--- config.mk ---
export PLATFORM = sky130hd
export DESIGN_NAME = rotated_clip_rect_stack
export DESIGN_NICKNAME = d
export VERILOG_FILES = /design/src/rtl/core/rcrs_pkg.sv /design/src/rtl/core/rcrs_map.sv /design/src/rtl/core/rcrs_stack_mem.sv /design/src/rtl/core/rcrs_clip.sv /design/src/rtl/core/rotated_clip_rect_stack.sv
export SDC_FILE = /design/constraint.sdc
export NUM_CORES = 2
export LEC_CHECK = 0
export BUFFER_PORTS_ARGS = -buffer_cell sky130_fd_sc_hd__buf_2
export CAP_MARGIN = 30
export CORE_AREA = 2 2 491 493
export CTS_BUF_LIST = sky130_fd_sc_hd__clkbuf_2
export CTS_CLUSTER_DIAMETER = 120
export CTS_CLUSTER_SIZE = 25
export DETAILED_ROUTE_END_ITERATION = 16
export DIE_AREA = 0 0 493 495
export PLACE_DENSITY_LB_ADDON = 0.15
export SYNTH_ARGS = -nofsm -noshare
export SYNTH_HDL_FRONTEND = slang
export SYNTH_SLANG_ARGS = --single-unit
--- constraint.sdc ---
create_clock -name clock -period 8.3 [get_ports clock]
set_clock_uncertainty 0.2 [all_clocks]
set_input_delay 1.245 -clock clock [delete_from_list [all_inputs] [get_ports clock]]
set_output_delay 1.245 -clock clock [all_outputs]
set_load 0.01 [all_outputs]
--- src/rtl/core/rcrs_pkg.sv ---
`timescale 1ns / 1ps
// Shared types, widths, register indexes and codes of the rotated clip rectangle stack.
package rcrs_pkg;

   // Fixed field widths of the channels and the register port
   localparam int POS_WIDTH        = 16;
   localparam int SCISSOR_XY_WIDTH = 16;
   localparam int SCISSOR_WH_WIDTH = 15;
   localparam int CFG_DIM_WIDTH    = 14;
   localparam int ROT_WIDTH        = 2;
   localparam int STATUS_WIDTH     = 2;
   localparam int CSR_INDEX_WIDTH  = 3;
   localparam int CSR_DATA_WIDTH   = 14;

   // Width of a rectangle after rotation into window space, before clipping.
   // It holds every sum that the mapping can form from the fields above.
   localparam int MAP_WIDTH = 20;

   // Command kinds
   localparam logic KIND_PUSH = 1'b0;
   localparam logic KIND_POP  = 1'b1;

   // Result status codes
   localparam logic [STATUS_WIDTH-1:0] STATUS_OK        = 2'd0;
   localparam logic [STATUS_WIDTH-1:0] STATUS_POP_EMPTY = 2'd1;
   localparam logic [STATUS_WIDTH-1:0] STATUS_PUSH_FULL = 2'd2;

   // Register indexes
   localparam logic [CSR_INDEX_WIDTH-1:0] CSR_WINDOW_WIDTH  = 3'd0;
   localparam logic [CSR_INDEX_WIDTH-1:0] CSR_WINDOW_HEIGHT = 3'd1;
   localparam logic [CSR_INDEX_WIDTH-1:0] CSR_SCREEN_WIDTH  = 3'd2;
   localparam logic [CSR_INDEX_WIDTH-1:0] CSR_SCREEN_HEIGHT = 3'd3;
   localparam logic [CSR_INDEX_WIDTH-1:0] CSR_OFFSET_X      = 3'd4;
   localparam logic [CSR_INDEX_WIDTH-1:0] CSR_OFFSET_Y      = 3'd5;
   localparam logic [CSR_INDEX_WIDTH-1:0] CSR_ROTATION      = 3'd6;

   // Rotation codes in quarter turns
   localparam logic [ROT_WIDTH-1:0] ROT_0   = 2'd0;
   localparam logic [ROT_WIDTH-1:0] ROT_90  = 2'd1;
   localparam logic [ROT_WIDTH-1:0] ROT_180 = 2'd2;
   localparam logic [ROT_WIDTH-1:0] ROT_270 = 2'd3;

   // Register values after reset
   localparam logic [CFG_DIM_WIDTH-1:0] WINDOW_WIDTH_RESET  = 14'd1920;
   localparam logic [CFG_DIM_WIDTH-1:0] WINDOW_HEIGHT_RESET = 14'd1080;
   localparam logic [CFG_DIM_WIDTH-1:0] SCREEN_WIDTH_RESET  = 14'd1920;
   localparam logic [CFG_DIM_WIDTH-1:0] SCREEN_HEIGHT_RESET = 14'd1080;

   typedef struct packed {
      logic                        kind;
      logic signed [POS_WIDTH-1:0] pos_x;
      logic signed [POS_WIDTH-1:0] pos_y;
      logic signed [POS_WIDTH-1:0] size_w;
      logic signed [POS_WIDTH-1:0] size_h;
   } req_payload_type;

   typedef struct packed {
      logic signed [SCISSOR_XY_WIDTH-1:0] scissor_x;
      logic signed [SCISSOR_XY_WIDTH-1:0] scissor_y;
      logic        [SCISSOR_WH_WIDTH-1:0] scissor_w;
      logic        [SCISSOR_WH_WIDTH-1:0] scissor_h;
      logic        [STATUS_WIDTH-1:0]     status;
   } rsp_payload_type;

   typedef struct packed {
      logic [CFG_DIM_WIDTH-1:0] window_width;
      logic [CFG_DIM_WIDTH-1:0] window_height;
      logic [CFG_DIM_WIDTH-1:0] screen_width;
      logic [CFG_DIM_WIDTH-1:0] screen_height;
      logic [CFG_DIM_WIDTH-1:0] offset_x;
      logic [CFG_DIM_WIDTH-1:0] offset_y;
      logic [ROT_WIDTH-1:0]     rotation;
   } cfg_type;

   typedef struct packed {
      logic signed [MAP_WIDTH-1:0] x;
      logic signed [MAP_WIDTH-1:0] y;
      logic signed [MAP_WIDTH-1:0] w;
      logic signed [MAP_WIDTH-1:0] h;
   } map_rect_type;

endpackage

--- src/rtl/core/rcrs_map.sv ---
`timescale 1ns / 1ps
// Mapping of a screen-space rectangle into window space by rotation and offsets.
module rcrs_map
   import rcrs_pkg::*;
(
   input  req_payload_type req,
   input  cfg_type         cfg,
   output map_rect_type    rect
);

   logic signed [MAP_WIDTH-1:0] px;
   logic signed [MAP_WIDTH-1:0] py;
   logic signed [MAP_WIDTH-1:0] sw;
   logic signed [MAP_WIDTH-1:0] sh;
   logic signed [MAP_WIDTH-1:0] ww;
   logic signed [MAP_WIDTH-1:0] wh;
   logic signed [MAP_WIDTH-1:0] ox;
   logic signed [MAP_WIDTH-1:0] oy;
   logic signed [MAP_WIDTH-1:0] scw;
   logic signed [MAP_WIDTH-1:0] sch;

   // Widen the fields; the registers are unsigned and zero extend.
   always_comb begin
      px  = MAP_WIDTH'(req.pos_x);
      py  = MAP_WIDTH'(req.pos_y);
      ww  = MAP_WIDTH'(cfg.window_width);
      wh  = MAP_WIDTH'(cfg.window_height);
      ox  = MAP_WIDTH'(cfg.offset_x);
      oy  = MAP_WIDTH'(cfg.offset_y);
      scw = MAP_WIDTH'(cfg.screen_width);
      sch = MAP_WIDTH'(cfg.screen_height);
   end

   // A zero size reaches to the far screen edge.
   always_comb begin
      sw = (req.size_w == '0) ? (scw - px) : MAP_WIDTH'(req.size_w);
      sh = (req.size_h == '0) ? (sch - py) : MAP_WIDTH'(req.size_h);
   end

   // Quarter-turn rotation into window space.
   always_comb begin
      unique case (cfg.rotation)
         ROT_0: begin
            rect.x = ox + px;
            rect.y = oy + py;
            rect.w = sw;
            rect.h = sh;
         end
         ROT_90: begin
            rect.x = ww - oy - py - sh;
            rect.y = ox + px;
            rect.w = sh;
            rect.h = sw;
         end
         ROT_180: begin
            rect.x = ww - ox - px - sw;
            rect.y = wh - oy - py - sh;
            rect.w = sw;
            rect.h = sh;
         end
         ROT_270: begin
            rect.x = oy + py;
            rect.y = wh - ox - px - sw;
            rect.w = sh;
            rect.h = sw;
         end
      endcase
   end

endmodule

--- src/rtl/core/rcrs_stack_mem.sv ---
`timescale 1ns / 1ps
// Rectangle stack memory with one write port and one registered read port.
module rcrs_stack_mem #(
   parameter int DEPTH      = 16,
   parameter int DATA_WIDTH = 62,
   localparam int ADDR_WIDTH = (DEPTH > 1) ? $clog2(DEPTH) : 1
) (
   input  logic                  clock,
   input  logic                  wr_en,
   input  logic [ADDR_WIDTH-1:0] wr_addr,
   input  logic [DATA_WIDTH-1:0] wr_data,
   input  logic                  rd_en,
   input  logic [ADDR_WIDTH-1:0] rd_addr,
   output logic [DATA_WIDTH-1:0] rd_data
);

   logic [DATA_WIDTH-1:0] store_ff [DEPTH];
   logic [DATA_WIDTH-1:0] rd_data_ff;

   // Write and read in the same clocked block; the read data is held until the next read.
   always_ff @(posedge clock) begin
      if (wr_en) begin
         store_ff[wr_addr] <= wr_data;
      end
      if (rd_en) begin
         rd_data_ff <= store_ff[rd_addr];
      end
   end

   assign rd_data = rd_data_ff;

endmodule

--- src/rtl/core/rcrs_clip.sv ---
`timescale 1ns / 1ps
// Two-stage clip of a mapped rectangle against the stack top, with saturation.
module rcrs_clip
   import rcrs_pkg::*;
#(
   parameter int COORD_WIDTH = 16
) (
   input  logic                          clock,
   input  logic                          load,
   input  logic                          has_top,
   input  map_rect_type                  rect,
   input  logic signed [COORD_WIDTH-1:0] top_x,
   input  logic signed [COORD_WIDTH-1:0] top_y,
   input  logic        [COORD_WIDTH-2:0] top_w,
   input  logic        [COORD_WIDTH-2:0] top_h,
   output logic signed [COORD_WIDTH-1:0] clip_x,
   output logic signed [COORD_WIDTH-1:0] clip_y,
   output logic        [COORD_WIDTH-2:0] clip_w,
   output logic        [COORD_WIDTH-2:0] clip_h
);

   localparam int EXT_WIDTH = ((COORD_WIDTH > MAP_WIDTH) ? COORD_WIDTH : MAP_WIDTH) + 3;
   localparam logic signed [EXT_WIDTH-1:0] SAT_MAX =
      {{(EXT_WIDTH - COORD_WIDTH + 1){1'b0}}, {(COORD_WIDTH - 1){1'b1}}};
   localparam logic signed [EXT_WIDTH-1:0] SAT_MIN = ~SAT_MAX;

   logic signed [EXT_WIDTH-1:0] bx, by, tx, ty, tw, th;
   logic signed [EXT_WIDTH-1:0] near_x_in, near_y_in, far_x_in, far_y_in;
   logic signed [EXT_WIDTH-1:0] near_x_ff, near_y_ff, far_x_ff, far_y_ff;
   logic signed [EXT_WIDTH-1:0] size_w_ff, size_h_ff;
   logic                        has_top_ff;
   logic signed [EXT_WIDTH-1:0] span_w, span_h, cut_w, cut_h;
   logic signed [EXT_WIDTH-1:0] sat_x, sat_y, sat_w, sat_h;

   // First stage: pull the corner inside the top and form the top's far edges.
   always_comb begin
      bx = EXT_WIDTH'(rect.x);
      by = EXT_WIDTH'(rect.y);
      tx = EXT_WIDTH'(top_x);
      ty = EXT_WIDTH'(top_y);
      tw = EXT_WIDTH'(top_w);
      th = EXT_WIDTH'(top_h);
      near_x_in = (has_top && (tx > bx)) ? tx : bx;
      near_y_in = (has_top && (ty > by)) ? ty : by;
      far_x_in  = tx + tw;
      far_y_in  = ty + th;
   end

   always_ff @(posedge clock) begin
      if (load) begin
         near_x_ff  <= near_x_in;
         near_y_ff  <= near_y_in;
         far_x_ff   <= far_x_in;
         far_y_ff   <= far_y_in;
         size_w_ff  <= EXT_WIDTH'(rect.w);
         size_h_ff  <= EXT_WIDTH'(rect.h);
         has_top_ff <= has_top;
      end
   end

   // Second stage: cut the size back to the top's far edge; the size is never grown.
   always_comb begin
      span_w = far_x_ff - near_x_ff;
      span_h = far_y_ff - near_y_ff;
      cut_w  = (has_top_ff && (span_w < size_w_ff)) ? span_w : size_w_ff;
      cut_h  = (has_top_ff && (span_h < size_h_ff)) ? span_h : size_h_ff;
   end

   // Saturate the corner to the signed coordinate range and the size to zero and above.
   always_comb begin
      priority if (near_x_ff > SAT_MAX) sat_x = SAT_MAX;
      else if (near_x_ff < SAT_MIN)     sat_x = SAT_MIN;
      else                              sat_x = near_x_ff;

      priority if (near_y_ff > SAT_MAX) sat_y = SAT_MAX;
      else if (near_y_ff < SAT_MIN)     sat_y = SAT_MIN;
      else                              sat_y = near_y_ff;

      priority if (cut_w > SAT_MAX) sat_w = SAT_MAX;
      else if (cut_w < 0)           sat_w = '0;
      else                          sat_w = cut_w;

      priority if (cut_h > SAT_MAX) sat_h = SAT_MAX;
      else if (cut_h < 0)           sat_h = '0;
      else                          sat_h = cut_h;
   end

   assign clip_x = sat_x[COORD_WIDTH-1:0];
   assign clip_y = sat_y[COORD_WIDTH-1:0];
   assign clip_w = sat_w[COORD_WIDTH-2:0];
   assign clip_h = sat_h[COORD_WIDTH-2:0];

endmodule

--- src/rtl/core/rotated_clip_rect_stack.sv ---
`timescale 1ns / 1ps
// Top level of the rotated clip rectangle stack: registers, control and result register.
//
// The req channel takes one command beat: a push of a screen-space rectangle or a pop.
// The rsp channel gives exactly one beat for every command: the scissor rectangle in
// window space and a status (ok, pop on an empty stack, push onto a full stack).
// The csr port writes the window and screen sizes, the offsets and the rotation; the
// user must write it only while no command is in flight; the block does not enforce this.
// After acceptance a command passes the clip state and the done state, where its result
// is loaded into the result register. The stack top is read from the stack memory in
// the accept cycle, and two clip stages follow before the write-back, so the next
// command is taken only once the previous one has updated the stack.
// The result sits in an output register; a stalled receiver holds it there, and a
// further command is accepted and processed meanwhile, waiting in its last stage until
// the register is free.
// Reset (synchronous) empties the stack and loads the default registers; the stack
// memory itself is not cleared, as only entries below the fill count are ever read.
module rotated_clip_rect_stack
   import rcrs_pkg::*;
#(
   parameter int STACK_DEPTH = 16,
   parameter int COORD_WIDTH = 16
) (
   input  logic                       clock,
   input  logic                       reset,
   input  logic                       req_valid,
   output logic                       req_ready,
   input  req_payload_type            req_payload,
   output logic                       rsp_valid,
   input  logic                       rsp_ready,
   output rsp_payload_type            rsp_payload,
   input  logic                       csr_wr_en,
   input  logic [CSR_INDEX_WIDTH-1:0] csr_index,
   input  logic [CSR_DATA_WIDTH-1:0]  csr_wr_data
);

   localparam int CNT_WIDTH   = $clog2(STACK_DEPTH + 1);
   localparam int ADDR_WIDTH  = (STACK_DEPTH > 1) ? $clog2(STACK_DEPTH) : 1;
   localparam int ENTRY_WIDTH = 4 * COORD_WIDTH - 2;

   typedef enum logic [1:0] {
      ST_IDLE,
      ST_CLIP,
      ST_DONE
   } state_type;

   state_type              state_ff;
   cfg_type                cfg_ff;
   logic [CNT_WIDTH-1:0]   count_ff, count_in;
   logic [CNT_WIDTH-1:0]   count_m1, count_m2;
   logic                   pop_ff, full_ff, empty_ff, top_valid_ff;
   map_rect_type           map_rect, map_ff;
   rsp_payload_type        rsp_ff, rsp_in;
   logic                   rsp_valid_ff, rsp_valid_in;
   logic                   req_accept, out_free, load_rsp;
   logic                   cmd_pop, cmd_full, cmd_empty, cmd_top;
   logic                   rd_en, wr_en;
   logic [ADDR_WIDTH-1:0]  rd_addr, wr_addr;
   logic [ENTRY_WIDTH-1:0] rd_data, wr_data;
   logic signed [COORD_WIDTH-1:0] top_x, top_y, clip_x, clip_y;
   logic        [COORD_WIDTH-2:0] top_w, top_h, clip_w, clip_h;

   // Configuration registers
   always_ff @(posedge clock) begin
      if (reset) begin
         cfg_ff.window_width  <= WINDOW_WIDTH_RESET;
         cfg_ff.window_height <= WINDOW_HEIGHT_RESET;
         cfg_ff.screen_width  <= SCREEN_WIDTH_RESET;
         cfg_ff.screen_height <= SCREEN_HEIGHT_RESET;
         cfg_ff.offset_x      <= '0;
         cfg_ff.offset_y      <= '0;
         cfg_ff.rotation      <= ROT_0;
      end else if (csr_wr_en) begin
         unique case (csr_index)
            CSR_WINDOW_WIDTH:  cfg_ff.window_width  <= csr_wr_data;
            CSR_WINDOW_HEIGHT: cfg_ff.window_height <= csr_wr_data;
            CSR_SCREEN_WIDTH:  cfg_ff.screen_width  <= csr_wr_data;
            CSR_SCREEN_HEIGHT: cfg_ff.screen_height <= csr_wr_data;
            CSR_OFFSET_X:      cfg_ff.offset_x      <= csr_wr_data;
            CSR_OFFSET_Y:      cfg_ff.offset_y      <= csr_wr_data;
            CSR_ROTATION:      cfg_ff.rotation      <= csr_wr_data[ROT_WIDTH-1:0];
            default: begin
            end
         endcase
      end
   end

   // Handshake and command decode
   assign req_ready  = (state_ff == ST_IDLE);
   assign req_accept = req_valid && req_ready;
   assign out_free   = !rsp_valid_ff || rsp_ready;
   assign load_rsp   = (state_ff == ST_DONE) && out_free;

   always_comb begin
      count_m1  = count_ff - CNT_WIDTH'(1);
      count_m2  = count_ff - CNT_WIDTH'(2);
      cmd_pop   = (req_payload.kind == KIND_POP);
      cmd_full  = (count_ff == CNT_WIDTH'(STACK_DEPTH));
      cmd_empty = (count_ff == '0);
      // A pop shows the entry under the top; a push clips against the top.
      cmd_top   = cmd_pop ? (count_ff > CNT_WIDTH'(1)) : !cmd_empty;
   end

   rcrs_map u_map (
      .req  (req_payload),
      .cfg  (cfg_ff),
      .rect (map_rect)
   );

   // Stack memory: the top is read in the accept cycle, the new top written at the end.
   assign rd_en   = req_accept && cmd_top;
   assign rd_addr = cmd_pop ? count_m2[ADDR_WIDTH-1:0] : count_m1[ADDR_WIDTH-1:0];
   assign wr_en   = load_rsp && !pop_ff && !full_ff;
   assign wr_addr = count_ff[ADDR_WIDTH-1:0];
   assign wr_data = {clip_x, clip_y, clip_w, clip_h};

   rcrs_stack_mem #(
      .DEPTH      (STACK_DEPTH),
      .DATA_WIDTH (ENTRY_WIDTH)
   ) u_stack_mem (
      .clock   (clock),
      .wr_en   (wr_en),
      .wr_addr (wr_addr),
      .wr_data (wr_data),
      .rd_en   (rd_en),
      .rd_addr (rd_addr),
      .rd_data (rd_data)
   );

   assign top_x = rd_data[4*COORD_WIDTH-3:3*COORD_WIDTH-2];
   assign top_y = rd_data[3*COORD_WIDTH-3:2*COORD_WIDTH-2];
   assign top_w = rd_data[2*COORD_WIDTH-3:COORD_WIDTH-1];
   assign top_h = rd_data[COORD_WIDTH-2:0];

   rcrs_clip #(
      .COORD_WIDTH (COORD_WIDTH)
   ) u_clip (
      .clock   (clock),
      .load    (state_ff == ST_CLIP),
      .has_top (top_valid_ff),
      .rect    (map_ff),
      .top_x   (top_x),
      .top_y   (top_y),
      .top_w   (top_w),
      .top_h   (top_h),
      .clip_x  (clip_x),
      .clip_y  (clip_y),
      .clip_w  (clip_w),
      .clip_h  (clip_h)
   );

   // Next fill count and result beat
   always_comb begin
      count_in = count_ff;
      rsp_in   = '0;
      rsp_in.status = STATUS_OK;
      priority if (!pop_ff && !full_ff) begin
         count_in         = count_ff + CNT_WIDTH'(1);
         rsp_in.scissor_x = SCISSOR_XY_WIDTH'(clip_x);
         rsp_in.scissor_y = SCISSOR_XY_WIDTH'(clip_y);
         rsp_in.scissor_w = SCISSOR_WH_WIDTH'(clip_w);
         rsp_in.scissor_h = SCISSOR_WH_WIDTH'(clip_h);
      end else if (!pop_ff) begin
         rsp_in.scissor_x = SCISSOR_XY_WIDTH'(top_x);
         rsp_in.scissor_y = SCISSOR_XY_WIDTH'(top_y);
         rsp_in.scissor_w = SCISSOR_WH_WIDTH'(top_w);
         rsp_in.scissor_h = SCISSOR_WH_WIDTH'(top_h);
         rsp_in.status    = STATUS_PUSH_FULL;
      end else if (empty_ff) begin
         rsp_in.status = STATUS_POP_EMPTY;
      end else begin
         count_in = count_m1;
         if (top_valid_ff) begin
            rsp_in.scissor_x = SCISSOR_XY_WIDTH'(top_x);
            rsp_in.scissor_y = SCISSOR_XY_WIDTH'(top_y);
            rsp_in.scissor_w = SCISSOR_WH_WIDTH'(top_w);
            rsp_in.scissor_h = SCISSOR_WH_WIDTH'(top_h);
         end
      end
   end

   assign rsp_valid_in = load_rsp || (rsp_valid_ff && !rsp_ready);

   // Sequencer: accept and read, clip, then write back and load the result register.
   always_ff @(posedge clock) begin
      if (reset) begin
         state_ff     <= ST_IDLE;
         count_ff     <= '0;
         rsp_valid_ff <= 1'b0;
      end else begin
         rsp_valid_ff <= rsp_valid_in;
         unique case (state_ff)
            ST_IDLE: begin
               if (req_accept) begin
                  state_ff     <= ST_CLIP;
                  pop_ff       <= cmd_pop;
                  full_ff      <= !cmd_pop && cmd_full;
                  empty_ff     <= cmd_pop && cmd_empty;
                  top_valid_ff <= cmd_top;
                  map_ff       <= map_rect;
               end
            end
            ST_CLIP: begin
               state_ff <= ST_DONE;
            end
            ST_DONE: begin
               if (out_free) begin
                  state_ff <= ST_IDLE;
                  count_ff <= count_in;
                  rsp_ff   <= rsp_in;
               end
            end
            default: begin
               state_ff <= ST_IDLE;
            end
         endcase
      end
   end

   assign rsp_valid   = rsp_valid_ff;
   assign rsp_payload = rsp_ff;

   // The fill count never passes the stack depth.
   a_count_bound: assert property (@(posedge clock) disable iff (reset)
      count_ff <= CNT_WIDTH'(STACK_DEPTH))
      else $error("stack fill count beyond depth");

   // A full-stack status is only shown while the stack is indeed full.
   a_full_status: assert property (@(posedge clock) disable iff (reset)
      (rsp_valid_ff && (rsp_ff.status == STATUS_PUSH_FULL)) |->
         (count_ff == CNT_WIDTH'(STACK_DEPTH)))
      else $error("full status with a stack that is not full");

   // An empty-stack status is only shown while the stack is empty.
   a_empty_status: assert property (@(posedge clock) disable iff (reset)
      (rsp_valid_ff && (rsp_ff.status == STATUS_POP_EMPTY)) |-> (count_ff == '0))
      else $error("empty status with a stack that is not empty");

   // The fill count only moves together with a new result beat.
   a_count_moves_with_rsp: assert property (@(posedge clock) disable iff (reset)
      (count_ff != $past(count_ff)) |-> $past(load_rsp))
      else $error("fill count changed without a result");

endmodule
==> out/results.ini <==
[yosys]
yosys_warnings = 0
yosys.area.top_type_share_pct = 55.0
yosysMostFrequentCell = edfxtp_1
yosysSeqAreaShare_pct = 57.7
synth_top_flop_cell = edfxtp_1
ys_ff_latch = 1399
ys_top_cells_by_count = edfxtp_1 (1305), ha_1 (406), a21oi_1 (375)
synth-simple-area-share_pct = 7.92
synth_async_sr_flop_share_pct = 0
synth-edff-count = 1305
yosys.area.top_type = edfxtp_1
synth-xor-area-share_pct = 2.97
synth_area_um2 = 71200
syn_area_per_cell_um2 = 13.5
yosysUniqueCellTypes = 87
syn_inst = 5274
synth_mux_area_share_pct = 10.9
synth_compound_area_share_pct = 10.2
ys_top_cells_by_area = edfxtp_1 (55%), mux4_2 (8.4%), ha_1 (7.1%)
syn_nets = 5787
synth_top_family_by_area = multiplexers
yosys.area_share.adder_pct = 7.70

[grt]
grt_pass1_vias = 44700
gr-usage-met2_pct = 30.3
grt_pass1_wl_um = 328000
antenna_found_initial = 17
use_met1_pct = 26.8
busiest_layer = met2
grt-ovfl-total = 0
grt_use_met3_pct = 1.89
grt_max_degree = 101
grt_usage_pct = 18.5

[clocking]
cts_buffer_depth = 3
post-cts-setup-buffers = 0
holdBufCountCts = 74
cts_tree = done
cts_resized = 0
cts_buffers = 72
path_clk_slew_ns = 0.45
clk_latency_ns = 1.70
htreeDepth = 3
root_buffer = clkbuf_2
clock_sinks = 1399

[sta]
max_freq_mhz = 151
hold_viol = 0
fin_crit_sh_pct = 80.0
setup_slack_ns = 1.66
worst_slew_pin_slew_ns = 1.11
max_slew_margin_pct = 26.1
setup_tns_ns = 0
rsz0062_at_grt = no
setup_viol_count_final = 0
fin_crit_ns = 6.64
drv_slew = 0

[setup_path]
cp_common_cell = o21ai_0
r2r-end = map_ff[76]
reg2reg_from = cfg_ff[2]
critPathCaptureType = flip-flop
critical_path_class = reg -> reg
crit_fanout = 6
required_ns = 9.59
rrSetupSlack_ns = 1.66
ff2ff_path_depth = 26
crit_slowest_cell = nor3_1
startpoint_type = flip-flop
arrival_ns = 7.93
max_stage_delay_ns = 0.48

[route]
vias = 45400
via_per_inst = 5.20
drc = 20
ant_nets = 0
wl_um = 231000
wl_per_cell_um = 26.5
drt_pre_antenna_iters = 12
drt_iter0_markers = 3761

[place]
dp_worst_setup_slack_ns = 1.22
port-buffer-count = 152
gp_congestion = 0.867
hpwl_um = 159000

[min_path]
holdPathStages = 0
min-delay-start = map_ff[15]
worstHoldPathType = reg -> reg
min_delay_worst_endpoint = u_clip.size_h_ff[15]

[final_layout]
layout.nets = 6006
synthToLayoutAreaGrowth_pct = 9.63
drive_gt1_share_pct = 14.0
nFillCells = 23700

[floorplanning]
fp.dieH_um = 495
chipWidth_um = 493
start_util_pct = 29.8
die-area_um2 = 244000
rows = 180
ios = 153
core_um2 = 239000

[power_and_ir_drop]
power_density_nw_per_um2 = 181
ir_worst_vdd_mv = 0.104
p_leak_nw = 27.4

[status]
status = finished with violations
violations = design-rule violations

[flow_run]
max_cap_viol_count = 0

logic make-up (layout without fill, tap and decap cells):
group / count (synthesis) / in the layout
flip-flops: 1399 / 1399
AND/OR/NAND/NOR: 1180 / 1180
AO/OA/AOI/OAI: 1104 / 1104
buffers and inverters: 492 / 745
multiplexers: 432 / 432
adder cells (fa/ha/maj): 426 / 426
XOR/XNOR: 241 / 241
other: 0 / 10
where the power goes:
part           internal, W  leakage [nW]  total [W]  switching (W)
Sequential         0.00794          12.6    0.00803      0.0000978
Clock             0.000487         0.521    0.00274        0.00226
Combinational      0.00132          14.3    0.00333        0.00201
Total              0.00974          27.4     0.0141        0.00437
layer usage:
metal	wire, µm	vias to the layer above
met5	20	-
met3	9740	167
met1	110000	23500
met4	3930	4
met2	108000	1063
li1	-	20600
registers in the layout, summed over array words and instances, names as in the netlist, 2 cells and up:
name and cells:
u_clip.near_x_ff 20, u_stack_mem.store_ff 992, u_clip.size_w_ff 17, u_stack_mem.rd_data 62, state_ff 2, count_ff 5, u_clip.far_y_ff 17, u_clip.far_x_ff 17
cfg_ff 86, u_clip.near_y_ff 20, u_clip.size_h_ff 17, rsp_payload 64, map_ff 74
metrics by stage:
stage | instance area, µm² | hold slack (ns) | total power (W) | utilization (%) | instances
finish | 78100 | 0.170 | 0.0141 | 32.6 | 8722
global route | 78100 | 0.00576 | 0.0148 | 32.6 | 8719
CTS | 78000 | 0.00190 | 0.0143 | 32.6 | 8708
detailed placement | 76400 | 0.206 | 0.0115 | 32.0 | 8526
global placement | 76300 | 0.204 | 0.0114 | 31.9 | 8507
floorplan | 71200 | 0.200 | 0.0104 | - | 5274
how the worst max path moves through the flow:
stage	startpoint	endpoint	slack (ns)
2_1_floorplan	state_ff[0]	state_ff[1]	2.28
3_3_place_gp	req_payload[1]	map_ff[76]	1.17
3_5_place_dp	req_payload[1]	map_ff[76]	1.22
4_1_cts	u_clip.near_x_ff[0]	u_stack_mem.store_ff[11][17]	1.57
5_1_grt	cfg_ff[3]	map_ff[79]	1.15
6_report	cfg_ff[2]	map_ff[76]	1.66
critical path, delay by kind of cell, from the launching register on:
| family | cells | cell delay (ns) |
|---|---|---|
| AO/OA/AOI/OAI | 13 | 2.84 |
| XOR/XNOR | 2 | 0.33 |
| adder cells (fa/ha/maj) | 4 | 1.38 |
| AND/OR/NAND/NOR | 7 | 1.31 |
| flip-flops | 1 | 0.45 |
placed cells by master (no fill, tap or decap), drive strengths merged, types with 86 or more instances in the layout:
cell type / count
nand3: 89
mux2i: 114
a211oi: 107
inv: 313
xnor2: 193
a21oi: 385
nor2: 273
nor2b: 124
o21ai: 166
nor3: 107
dfxtp: 94
clkbuf: 86
edfxtp: 1305
mux4: 267
nand2: 356
ha: 406
buf: 259
area by class of cell:
| type | count | area, µm² | share of cell area (%) |
|---|---|---|---|
| timing repair buffer | 333 | 2570 | 3.30 |
| inverter | 304 | 1140 | 1.46 |
| multi-input combinational | 3383 | 28500 | 36.5 |
| sequential | 1399 | 41100 | 52.6 |
| clock inverter | 22 | 352 | 0.450 |
| tap | 3185 | 3990 | 5.10 |
| clock buffer | 86 | 430 | 0.551 |
| antenna | 10 | 25.0 | 0.0321 |
No activity file was read; power rests on OpenSTA's default activity.
